==> src/hw/rtl/bmhq_pkg.sv <==
// ----------------------------------------------------------------------------
// bmhq_pkg
// Shared types and constants of the binary min-heap priority queue: request
// and response payloads, operation and status codes, controller commands.
// ----------------------------------------------------------------------------
package bmhq_pkg;

   localparam int KEY_W         = 32;
   localparam int CNT_W         = 11;
   localparam int DEPTH_DEFAULT = 1024;

   localparam logic [CNT_W-1:0] CAP_RESET = 11'd1024;

   localparam logic FUNC_INSERT  = 1'b0;
   localparam logic FUNC_EXTRACT = 1'b1;

   localparam logic [1:0] STATUS_DONE  = 2'd0;
   localparam logic [1:0] STATUS_FULL  = 2'd1;
   localparam logic [1:0] STATUS_EMPTY = 2'd2;

   typedef struct packed {
      logic                    func;
      logic signed [KEY_W-1:0] key;
   } req_type;

   typedef struct packed {
      logic signed [KEY_W-1:0] removed_key;
      logic [1:0]              status;
      logic signed [KEY_W-1:0] min_key;
      logic [CNT_W-1:0]        entry_count;
      logic                    is_empty;
   } rsp_type;

   typedef struct packed {
      logic capture;
      logic check;
      logic load_last;
      logic up_read;
      logic up_cmp;
      logic down_read;
      logic down_cmp;
      logic load_rsp;
   } cmd_type;

   typedef struct packed {
      logic refuse;
      logic is_insert;
      logic last_gone;
      logic at_root;
      logic leaf;
      logic up_move;
      logic down_move;
      logic rsp_free;
   } sts_type;

endpackage

==> src/hw/rtl/bmhq_ctrl.sv <==
// ----------------------------------------------------------------------------
// bmhq_ctrl
// Controller of the heap queue: sequences the check, sift-up and sift-down
// steps of one request and the hand-over of its response.
// ----------------------------------------------------------------------------
module bmhq_ctrl (
   input  logic              clock,
   input  logic              reset,
   input  logic              req_valid,
   output logic              req_ready,
   input  bmhq_pkg::sts_type sts,
   output bmhq_pkg::cmd_type cmd
);

   typedef enum logic [7:0] {
      ST_IDLE      = 8'b0000_0001,
      ST_CHECK     = 8'b0000_0010,
      ST_LOAD_LAST = 8'b0000_0100,
      ST_UP_READ   = 8'b0000_1000,
      ST_UP_CMP    = 8'b0001_0000,
      ST_DOWN_READ = 8'b0010_0000,
      ST_DOWN_CMP  = 8'b0100_0000,
      ST_FINISH    = 8'b1000_0000
   } state_type;

   state_type state_ff;
   state_type state_in;

   always_comb begin
      state_in = state_ff;
      cmd      = '0;
      unique case (state_ff)
         ST_IDLE: begin
            if (req_valid) begin
               cmd.capture = 1'b1;
               state_in    = ST_CHECK;
            end
         end
         ST_CHECK: begin
            cmd.check = 1'b1;
            priority if (sts.refuse) begin
               state_in = ST_FINISH;
            end else if (sts.is_insert) begin
               state_in = ST_UP_READ;
            end else if (sts.last_gone) begin
               state_in = ST_FINISH;
            end else begin
               state_in = ST_LOAD_LAST;
            end
         end
         ST_LOAD_LAST: begin
            cmd.load_last = 1'b1;
            state_in      = ST_DOWN_READ;
         end
         ST_UP_READ: begin
            cmd.up_read = 1'b1;
            state_in    = sts.at_root ? ST_FINISH : ST_UP_CMP;
         end
         ST_UP_CMP: begin
            cmd.up_cmp = 1'b1;
            state_in   = sts.up_move ? ST_UP_READ : ST_FINISH;
         end
         ST_DOWN_READ: begin
            cmd.down_read = 1'b1;
            state_in      = sts.leaf ? ST_FINISH : ST_DOWN_CMP;
         end
         ST_DOWN_CMP: begin
            cmd.down_cmp = 1'b1;
            state_in     = sts.down_move ? ST_DOWN_READ : ST_FINISH;
         end
         ST_FINISH: begin
            if (sts.rsp_free) begin
               cmd.load_rsp = 1'b1;
               state_in     = ST_IDLE;
            end
         end
         default: begin
            state_in = ST_IDLE;
         end
      endcase
   end

   assign req_ready = (state_ff == ST_IDLE);

   always_ff @(posedge clock) begin
      if (reset) begin
         state_ff <= ST_IDLE;
      end else begin
         state_ff <= state_in;
      end
   end

endmodule

==> config.mk <==
export PLATFORM = sky130hd
export DESIGN_NAME = bmhq_ctrl
export DESIGN_NICKNAME = d
export VERILOG_FILES = /design/src/hw/rtl/bmhq_pkg.sv /design/src/hw/rtl/bmhq_ctrl.sv
export SDC_FILE = /design/constraint.sdc
export NUM_CORES = 1
export LEC_CHECK = 0
export BUFFER_PORTS_ARGS = -buffer_cell sky130_fd_sc_hd__buf_2
export CAP_MARGIN = 20
export CORE_AREA = 3 3 40 42
export CTS_CLUSTER_DIAMETER = 60
export DETAILED_ROUTE_END_ITERATION = 7
export DIE_AREA = 0 0 43 45
export GPL_TIMING_DRIVEN = 0
export PLACE_DENSITY = 0.76
export SYNTH_ARGS = -nofsm -noshare
export SYNTH_HDL_FRONTEND = slang
export SYNTH_SLANG_ARGS = --single-unit
==> constraint.sdc <==
create_clock -name clock -period 2.69 [get_ports clock]
set_input_delay 0.4035 -clock clock [delete_from_list [all_inputs] [get_ports clock]]
set_output_delay 0.4035 -clock clock [all_outputs]
set_load 0.05 [all_outputs]
Yosys cells after proc, flatten, opt, wreduce, memory -nomap -nowiden. Cells that the tools add are included.

Input port bits: 11. Register bits: 8.

Multiplexer cells: 20. Reductions and logical operators: 1. Eq/ne operators: 10.

Operators with widths (count): $mux 8 (9); $pmux 8 s8 (1); $mux 1 (10); $eq 8x1->1 const B (1); $eq 8x2->1 const B (1); $eq 8x3->1 const B (1); $eq 8x4->1 const B (1); $eq 8x5->1 const B (1); $eq 8x6->1 const B (1); $eq 8x7->1 const B (1); $eq 8x8->1 const B (1); $ne 2x2->1 const B (2); $reduce_and 2->1 (1).

Longest topological paths before layout. Gate-level depths: netlist (run 1).

Word-level depth: 4. Depth in mapped cells: 5. Mapped depth without buffers: 4.

Least setup slack after synthesis (run 1). OpenSTA, ideal clock, no wires.

Kind: register -> output. Start point: reg state_ff[3]. End point: out cmd[7] (netlist bit). Stages on the path, launching flop included: 5. Data required time: 2287 ps. Buffers on the path: 1. Setup slack: -395 ps. Data arrival time: 2681 ps. Path through: dfxtp_1 buf_6 or4_4 nor3_1 and2_1.

RTL lines: from (decl) (line bmhq_ctrl.sv:26) `state_type state_ff;`; from (signal assigned) (line bmhq_ctrl.sv:89) `state_ff <= state_in;`; to (decl) (line bmhq_ctrl.sv:12) `output bmhq_pkg::cmd_type cmd`.

==> results of run 1 <==
==> area by class of cell <==
cell class,count,area share [%]
Sequential cell,8,20.3
Tap cell,15,2.38
Buffer,6,4.44
Timing Repair Buffer,19,12.0
Clock buffer,3,2.85
Multi-Input combinational cell,55,56.1
Inverter,4,1.90
==> cell families (layout without fill, tap and decap cells) <==
kind of cell / Yosys count / count (layout) / synth area share, %
and+or+nand+nor: 40 / 40 / 45.8
xor gates and xnor gates: 1 / 1 / 1.36
AOI/OAI and AO/OA: 14 / 14 / 20.1
DFF: 8 / 8 / 25.0
buffers and inverters: 10 / 32 / 7.80
==> metrics by stage <==
stage	total power [mW]	utilization [%]	area [um2]	instances	hold slack (ns)
after detailed placement	0.274	59.7	767	107	0.580
after CTS	0.369	61.4	790	110	0.310
after global routing	0.390	61.4	790	110	0.304
final	0.366	61.4	790	110	0.314
after floorplan	0.240	-	653	73	0.474
after global placement	0.269	59.7	767	107	0.582
==> Yosys cell counts <==
cell type	number	area share, %
nor4b_1	2	2.7
nand2b_1	1	0.98
nor3b_1	4	4.7
nand4b_1	1	1.4
buf_2	1	0.78
nor2_1	8	4.7
o31ai_1	1	1.2
buf_4	1	1.2
a31oi_1	1	0.98
a2111oi_4	1	4.3
and2_1	1	0.98
or3b_2	3	4.1
nor4_1	2	1.9
nor3_1	1	0.78
o41ai_2	1	2.5
a41oi_1	1	1.4
or3_1	1	0.98
buf_6	1	1.8
a211oi_1	1	1.2
clkbuf_1	3	1.8
and3_1	4	3.9
or2_2	1	0.98
nor3b_2	1	1.9
nand2_1	1	0.58
a32oi_1	1	1.4
dfxtp_1	8	25
xor2_1	1	1.4
or4_4	1	1.8
and4bb_4	1	2.5
o21ai_0	2	1.6
or3b_1	1	1.4
a21oi_2	1	1.4
o21bai_1	2	2.3
a21o_1	1	1.2
a21oi_1	1	0.78
or4_1	1	1.2
and4bb_2	2	3.9
nand3b_1	1	1.2
and4_1	1	1.4
nor4_2	1	1.9
inv_1	4	2.3
==> routing by layer <==
metal  vias to the layer above  GRT usage (%)  part of all wire [%]
li1                        323              -                     -
met1                       291           21.2                    41
met2                        25           32.3                    50
met3                         5           4.78                   5.5
met4                         0           12.0                   3.0
met5                         -              0                     0
==> layout by cell type (no fill, tap or decap), drive strengths merged, types with 2 or more instances in the layout <==
cell type,netlist,final
nor2,8,8
or3b,4,4
nor3b,5,5
o21bai,2,2
nor4b,2,2
dfxtp,8,8
or4,2,2
clkbuf,3,6
a21oi,2,2
nor4,3,3
and4bb,3,3
inv,4,4
and3,4,4
o21ai,2,2
buf,3,22
==> power by group <==
part / internal [mW] / switching [mW] / leakage, nW
Clock: 0.0512 / 0.0432 / 0.0138
Combinational: 0.0544 / 0.0881 / 0.265
Sequential: 0.125 / 0.00377 / 0.0650
Total: 0.231 / 0.135 / 0.344
==> worst max-delay path, cell delays in order, from the launching register on <==
cell and delay, ns:
dfxtp_1 0.29, clkbuf_1 0.20, or4_4 0.52, nor2_1 0.25, and4_1 0.22, buf_2 0.25
==> final timing paths <==
kind,start,end,slack (ns),depth (start not counted)
hold / removal,sts[3],state_ff[6],0.31,2
hold reg to reg,state_ff[6],state_ff[0],0.64,2
setup reg to reg,state_ff[0],state_ff[0],0.95,5
setup / recovery,state_ff[4],cmd[0],0.30,5
==> summary.txt, run 1 <==
Min path
  – Hold WC Path Type: primary input to register

Die
  – Initial Util: 50.0%
  – FP Rows: 13
  – Core area: 0.00128 mm2
  – Die area: 0.00194 mm2
  – Die Span Y: 45 um
  – Die W: 43 um
  – Io pins: 20

Worst setup path
  – Crit path capture type: output pin
  – Critical path class: register to output pin
  – Critical path arrival: 1.99 ns
  – Required @ worst endpoint: 2.29 ns
  – Startpoint types: register
  – Crit Path Max Fanout: 10

STA
  – Setup TNS: 0 ns
  – Final Max Tran Viols: 0
  – Setup WS post-layout: 0.301 ns
  – Endpoints failing setup: 0
  – Clock skew: 0.00130 ns
  – Peak Freq: 419 MHz
  – Final cycle utilization of the critical path: 88.8%
  – Final Hold Vio Count: 0
  – RSZ-0062 raised after global routing: no
  – Slew margin rel.: 73.1%
  – Least-Margin Pin Slew: 0.404 ns
  – Tmin final: 2.39 ns

Yosys
  – Sequential-to-total area share from yosys stat: 25.0%
  – Synth unique cells: 41
  – Ys Warns: 0
  – Net count after synthesis: 84
  – Synth Cell Area: 642 um2
  – Mean Syn Cell Area: 8.79 um2
  – Post-Synthesis Cells: 73
  – Seq cells post-synth: 8

Placed design
  – Port bufs: 19
  – HPWL Detailed: 1190 um
  – Gpl congestion: 0.796
  – Setup WS pre-CTS: 0.584 ns

Final layout
  – Register area: 160 um2
  – Largest Register: state_ff
  – Fin nets: 108
  – Number of diodes: 0
  – Max reg flops: 8
  – Fill cells: 123
  – Layout area overhead: 23.0%
  – Fraction of layout instances using a drive strength above 1: 42.1%
  – Largest regs: state_ff: 8 flops
  – Multi-input logic area: 443 um2

Power and ir drop
  – Leak pwr: 0.344 nW
  – Pwr dens: 463 mW/mm2
  – VDD IR max: 243 uV

Route
  – Initial DRT Pass Iterations: 4
  – # DRC: 0
  – Vias/cell: 5.85
  – WL final: 1520 um
  – DR iter-0 viols: 9
  – Via count: 644
  – Final ANT Viol Nets: 0
  – Avg WL per Cell: 13.8 um

Global routing
  – Antenna violations before repair: 0
  – Largest net degree at the start of global routing: 11
  – Remaining Overflow, GRT: 0
  – Global-route wire length before repair: 2710 um
  – Vias in the first global route: 638
  – GRT Resource Usage Total: 19.0%

Clocking
  – CTS tree: yes
  – H-tree level count: 1
  – Clk buf depth: 2
  – Post-CTS sizing: 0
  – Root Driver: clkbuf_4
  – Clk sinks: 8
  – Post-CTS setup buffer count: 0
  – Clk slew on worst S/H paths: 0.05 ns
  – Hold-fix buffers, CTS: 0
  – Total CTS buffers: 3
  – Clk Latency, worst-skew pair: 0.26 ns

Flow run
  – Max-cap check violation count: 0

Status
  – Status: finished, final reports clean
Power figures use the tool's default switching activity.
==> run 2, diff against run 1 <==
--- a/config.mk
+++ b/config.mk
@@ -7,10 +7,10 @@
 export LEC_CHECK = 0
 export BUFFER_PORTS_ARGS = -buffer_cell sky130_fd_sc_hd__buf_2
 export CAP_MARGIN = 20
-export CORE_AREA = 3 3 40 42
+export CORE_AREA = 8 8 45 47
 export CTS_CLUSTER_DIAMETER = 60
 export DETAILED_ROUTE_END_ITERATION = 7
-export DIE_AREA = 0 0 43 45
+export DIE_AREA = 0 0 53 55
 export GPL_TIMING_DRIVEN = 0
 export PLACE_DENSITY = 0.76
 export SYNTH_ARGS = -nofsm -noshare
==> summary.txt, run 2 (same netlist as run 1, synthesis figures left out) <==
Clocking
  – H-tree level count: 1
  – Clk slew on worst S/H paths: 0.06 ns
  – Clk sinks: 8
  – Total CTS buffers: 3
  – Post-CTS setup buffer count: 0
  – Hold-fix buffers, CTS: 0
  – Post-CTS sizing: 0
  – Root Driver: clkbuf_4
  – Clk buf depth: 2
  – Clk Latency, worst-skew pair: 0.27 ns
  – CTS tree: yes

Worst setup path
  – Crit Path Max Fanout: 10
  – Family with the most delay on the worst path: simple AND/OR/NAND/NOR gates
  – Critical path arrival: 1.98 ns
  – Critical path class: register to output pin
  – Crit path capture type: output pin
  – Reg2reg start: state_ff[0]
  – Required @ worst endpoint: 2.29 ns
  – Startpoint types: register
  – Max stage delay on crit path: 0.52 ns
  – Slowest-stage cell, CP: or4_4
  – Worst Setup SP: state_ff[4]
  – Bufs and invs on worst path: 2
  – Worst path cell trace: clkbuf_1, or4_4, nor2_1, and4_1, buf_2

Route
  – WL final: 1670 um
  – Final ANT Viol Nets: 0
  – Initial DRT Pass Iterations: 4
  – # DRC: 0
  – Vias/cell: 5.74
  – DR iter-0 viols: 16
  – Via count: 637
  – Avg WL per Cell: 15.0 um

Power and ir drop
  – Clock power share: 27.0%
  – Combinational share of power: 38.2%
  – Cell internal pwr: 231 uW
  – Reg power frac: 34.8%
  – NetSw: 139 uW
  – Pwr dens: 468 mW/mm2
  – VDD IR max: 296 uV
  – Switching portion of total power: 37.5%
  – Leak pwr: 0.344 nW
  – Pwr Total: 370 uW

Final layout
  – Final Instance Area: 791 um2
  – Most frequent cells in the layout: 20 x buf_2, 8 x nor2_1, 8 x dfxtp_1
  – Fraction of layout instances using a drive strength above 1: 42.1%
  – Fill cells: 138
  – Fin nets: 108
  – Number of diodes: 0
  – Max reg flops: 8
  – Final non-filler cell total: 111
  – Largest regs: state_ff: 8 flops
  – Layout area overhead: 23.2%
  – Largest Register: state_ff
  – Commonest non-fill, non-tap cell in the layout: buf_2

Die
  – Core area: 0.00138 mm2
  – Die Span Y: 55 um
  – Io pins: 20
  – Die W: 53 um
  – Initial Util: 46.4%
  – Die area: 0.00292 mm2
  – FP Rows: 14

Placed design
  – Area after DPL: 768 um2
  – HPWL Detailed: 1300 um
  – Port bufs: 19
  – Gpl congestion: 0.757
  – Placed Cells incl. Taps: 108

STA
  – Peak Freq: 420 MHz
  – Least-Margin Pin Slew: 0.412 ns
  – Slew margin rel.: 72.5%
  – Setup TNS: 0 ns
  – Hold WS: 0.302 ns
  – RSZ-0062 raised after global routing: no
  – Clock skew: 0.00777 ns
  – Final Max Tran Viols: 0
  – Tmin final: 2.38 ns
  – Endpoints failing setup: 0
  – Final cycle utilization of the critical path: 88.4%
  – Final Hold Vio Count: 0

Status
  – Status: finished, final reports clean

Global routing
  – Largest net degree at the start of global routing: 11
  – GRT Resource Usage Total: 13.3%
  – Vias in the first global route: 685
  – Remaining Overflow, GRT: 0
  – Antenna violations before repair: 0
  – Global-route wire length before repair: 2880 um

Flow run
  – Max-cap check violation count: 0

Min path
  – Hold WC Path Type: primary input to register
  – Hold Crit Start: sts[3]
[run 2: metal layers]
layer	vias up	GRT usage (%)	wire [um]
met5	-	0	0
met1	289	13.7	753
met3	5	2.41	84
met4	0	11.2	53
li1	323	-	-
met2	20	23.2	775
[run 2: path summary, 6_finish.rpt]
| path | to | slack, ns | depth (start not counted) |
|---|---|---|---|
| min | state_ff[6] | 0.30 | 2 |
| max reg2reg | state_ff[2] | 0.94 | 5 |
| max | cmd[0] | 0.31 | 5 |
| min reg2reg | state_ff[0] | 0.64 | 2 |
[run 2: metrics by stage]
step / util [%] / worst slack [ns]
floorplan: - / 0.0898
global placement: 55.5 / 0.628
detailed placement: 55.5 / 0.610
CTS: 57.1 / 0.312
global route: 57.1 / 0.167
finish: 57.1 / 0.311
[run 2: power groups by stage]
stage	Sequential (mW)	Combinational [mW]	Clock [mW]
2_1_floorplan	0.130	0.110	0
3_3_place_gp	0.131	0.138	0
3_5_place_dp	0.131	0.142	0
4_1_cts	0.129	0.142	0.102
5_1_grt	0.129	0.154	0.108
6_report	0.129	0.141	0.100
[run 2: area by class of cell]
class / count / area (um2) / share of cell area (%)
timing repair buffer: 19 / 95.1 / 12.0
clock buffer: 3 / 22.5 / 2.85
buffer: 6 / 35.0 / 4.43
sequential: 8 / 160 / 20.3
multi-input combinational: 55 / 443 / 56.0
inverter: 4 / 15.0 / 1.90
tap: 16 / 20.0 / 2.53
[run 2: worst register-to-register path: stages (launching register included)]
cell	delay, ns
dfxtp_1	0.31
buf_4	0.14
or3b_2	0.48
a2111oi_4	0.44
or2_2	0.23
nor4_2	0.05
==> run 3, diff against run 2 <==
--- a/config.mk
+++ b/config.mk
@@ -13,6 +13,8 @@
 export DIE_AREA = 0 0 53 55
 export GPL_TIMING_DRIVEN = 0
 export PLACE_DENSITY = 0.76
+export REMOVE_ABC_BUFFERS = 1
+export SETUP_SLACK_MARGIN = 0.4
 export SYNTH_ARGS = -nofsm -noshare
 export SYNTH_HDL_FRONTEND = slang
 export SYNTH_SLANG_ARGS = --single-unit
==> summary.txt, run 3 (same netlist as run 1, synthesis figures left out) <==
STA
  – Final Hold Vio Count: 0
  – Setup WS post-layout: 0.434 ns
  – Tmin final: 2.26 ns
  – Hold WS: 0.313 ns
  – Clock skew: 0.00113 ns
  – Setup TNS: 0 ns
  – RSZ-0062 raised after global routing: yes
  – Least-Margin Pin Slew: 0.446 ns
  – Slew margin rel.: 70.2%
  – Peak Freq: 443 MHz
  – Final Max Tran Viols: 0
  – Final cycle utilization of the critical path: 83.9%
  – Endpoints failing setup: 0

Die
  – FP Rows: 14
  – Die Span Y: 55 um
  – Die W: 53 um
  – Io pins: 20
  – Core area: 0.00138 mm2
  – Initial Util: 46.4%
  – Die area: 0.00292 mm2

Final layout
  – Commonest non-fill, non-tap cell in the layout: buf_2
  – Final non-filler cell total: 105
  – Register area: 163 um2
  – Fill cells: 135
  – Max reg flops: 8
  – Most frequent cells in the layout: 12 x buf_2, 7 x nor2_1, 6 x buf_4, 6 x dfxtp_1
  – Largest regs: state_ff: 8 flops
  – Final Instance Area: 777 um2
  – Final core occ: 56.1%
  – Multi-input logic area: 444 um2
  – Layout area overhead: 21.1%
  – Fraction of layout instances using a drive strength above 1: 43.8%
  – Fin nets: 102
  – Number of diodes: 0
  – Largest Register: state_ff

Clocking
  – Total CTS buffers: 3
  – Clk slew on worst S/H paths: 0.05 ns
  – Clk buf depth: 2
  – Post-CTS setup buffer count: 0
  – Hold-fix buffers, CTS: 0
  – Root Driver: clkbuf_4
  – Clk sinks: 8
  – CTS tree: yes
  – Clk Latency, worst-skew pair: 0.25 ns
  – H-tree level count: 1
  – Post-CTS sizing: 8

Route
  – # DRC: 0
  – Vias/cell: 5.82
  – DR iter-0 viols: 13
  – Via count: 611
  – Initial DRT Pass Iterations: 4
  – WL final: 1510 um
  – Avg WL per Cell: 14.4 um
  – Final ANT Viol Nets: 0

Worst setup path
  – Reg2reg end: state_ff[0]
  – Required @ worst endpoint: 2.29 ns
  – Worst path cell trace: or4_1, nor2_1, and4bb_2, buf_4
  – Max stage delay on crit path: 0.58 ns
  – Family with the most delay on the worst path: simple AND/OR/NAND/NOR gates
  – Reg2reg setup slack: 0.92 ns
  – Critical path class: register to output pin
  – Bufs and invs on worst path: 1
  – Startpoint types: register
  – Worst Setup SP: state_ff[6]
  – Crit Path Max Fanout: 12
  – Critical path arrival: 1.85 ns
  – Worst R2R Path Depth: 4
  – Reg2reg start: state_ff[0]
  – Slowest-stage cell, CP: or4_1
  – Crit path capture type: output pin

Global routing
  – Antenna violations before repair: 0
  – Largest net degree at the start of global routing: 13
  – GRT Resource Usage Total: 11.2%
  – Remaining Overflow, GRT: 0
  – Global-route wire length before repair: 2480 um
  – Vias in the first global route: 619

Placed design
  – HPWL Detailed: 1170 um
  – Setup WS pre-CTS: 0.592 ns
  – Port bufs: 19
  – Gpl congestion: 0.787
  – Area after DPL: 722 um2
  – Placed Cells incl. Taps: 102

Min path
  – Hold WC Path Type: primary input to register
  – Hold Crit Start: sts[3]
  – Worst Hold End: state_ff[6]
  – Hold Crit Depth: 2

Status
  – Status: finished, final reports clean

Flow run
  – Max-cap check violation count: 0

Power and ir drop
  – Pwr dens: 465 mW/mm2
  – VDD IR max: 359 uV
  – Leak pwr: 0.327 nW
  – Pwr Total: 362 uW
-- run 3: how the worst max path moves through the flow --
stage / endpoint / cells after the start
floorplan: cmd[7] / 3
global placement: cmd[4] / 4
detailed placement: cmd[4] / 4
CTS: cmd[3] / 3
global route: cmd[4] / 4
finish: cmd[4] / 4
-- run 3: layout make-up --
| type | count | area share (%) |
|---|---|---|
| repair buffers | 19 | 14.5 |
| inverters | 4 | 1.93 |
| multi-input cells | 55 | 57.2 |
| clock buffers | 3 | 2.90 |
| flip-flops and latches | 8 | 20.9 |
| well taps | 16 | 2.58 |
-- run 3: worst reg2reg max path: stages (launching register included) --
cell and delay [ns]:
dfxtp_1 0.47, or3b_2 0.51, a2111oi_4 0.42, o21bai_1 0.09
o21bai_1 0.16
-- run 3: report_power, final --
group	total [mW]	internal (mW)	switching [mW]	leakage, nW
combinational	0.128	0.0526	0.0755	0.247
clock	0.0928	0.0511	0.0417	0.0138
sequential	0.141	0.125	0.0155	0.0661
-- run 3: metal layers --
layer	track usage (%)	part of all wire, %	vias to the layer above	wire length (um)
li1	-	-	310	-
met1	12.4	45	280	678
met2	18.2	47	16	709
met3	3.48	5.9	5	89
met4	7.76	2.2	0	33
met5	0	0	-	0
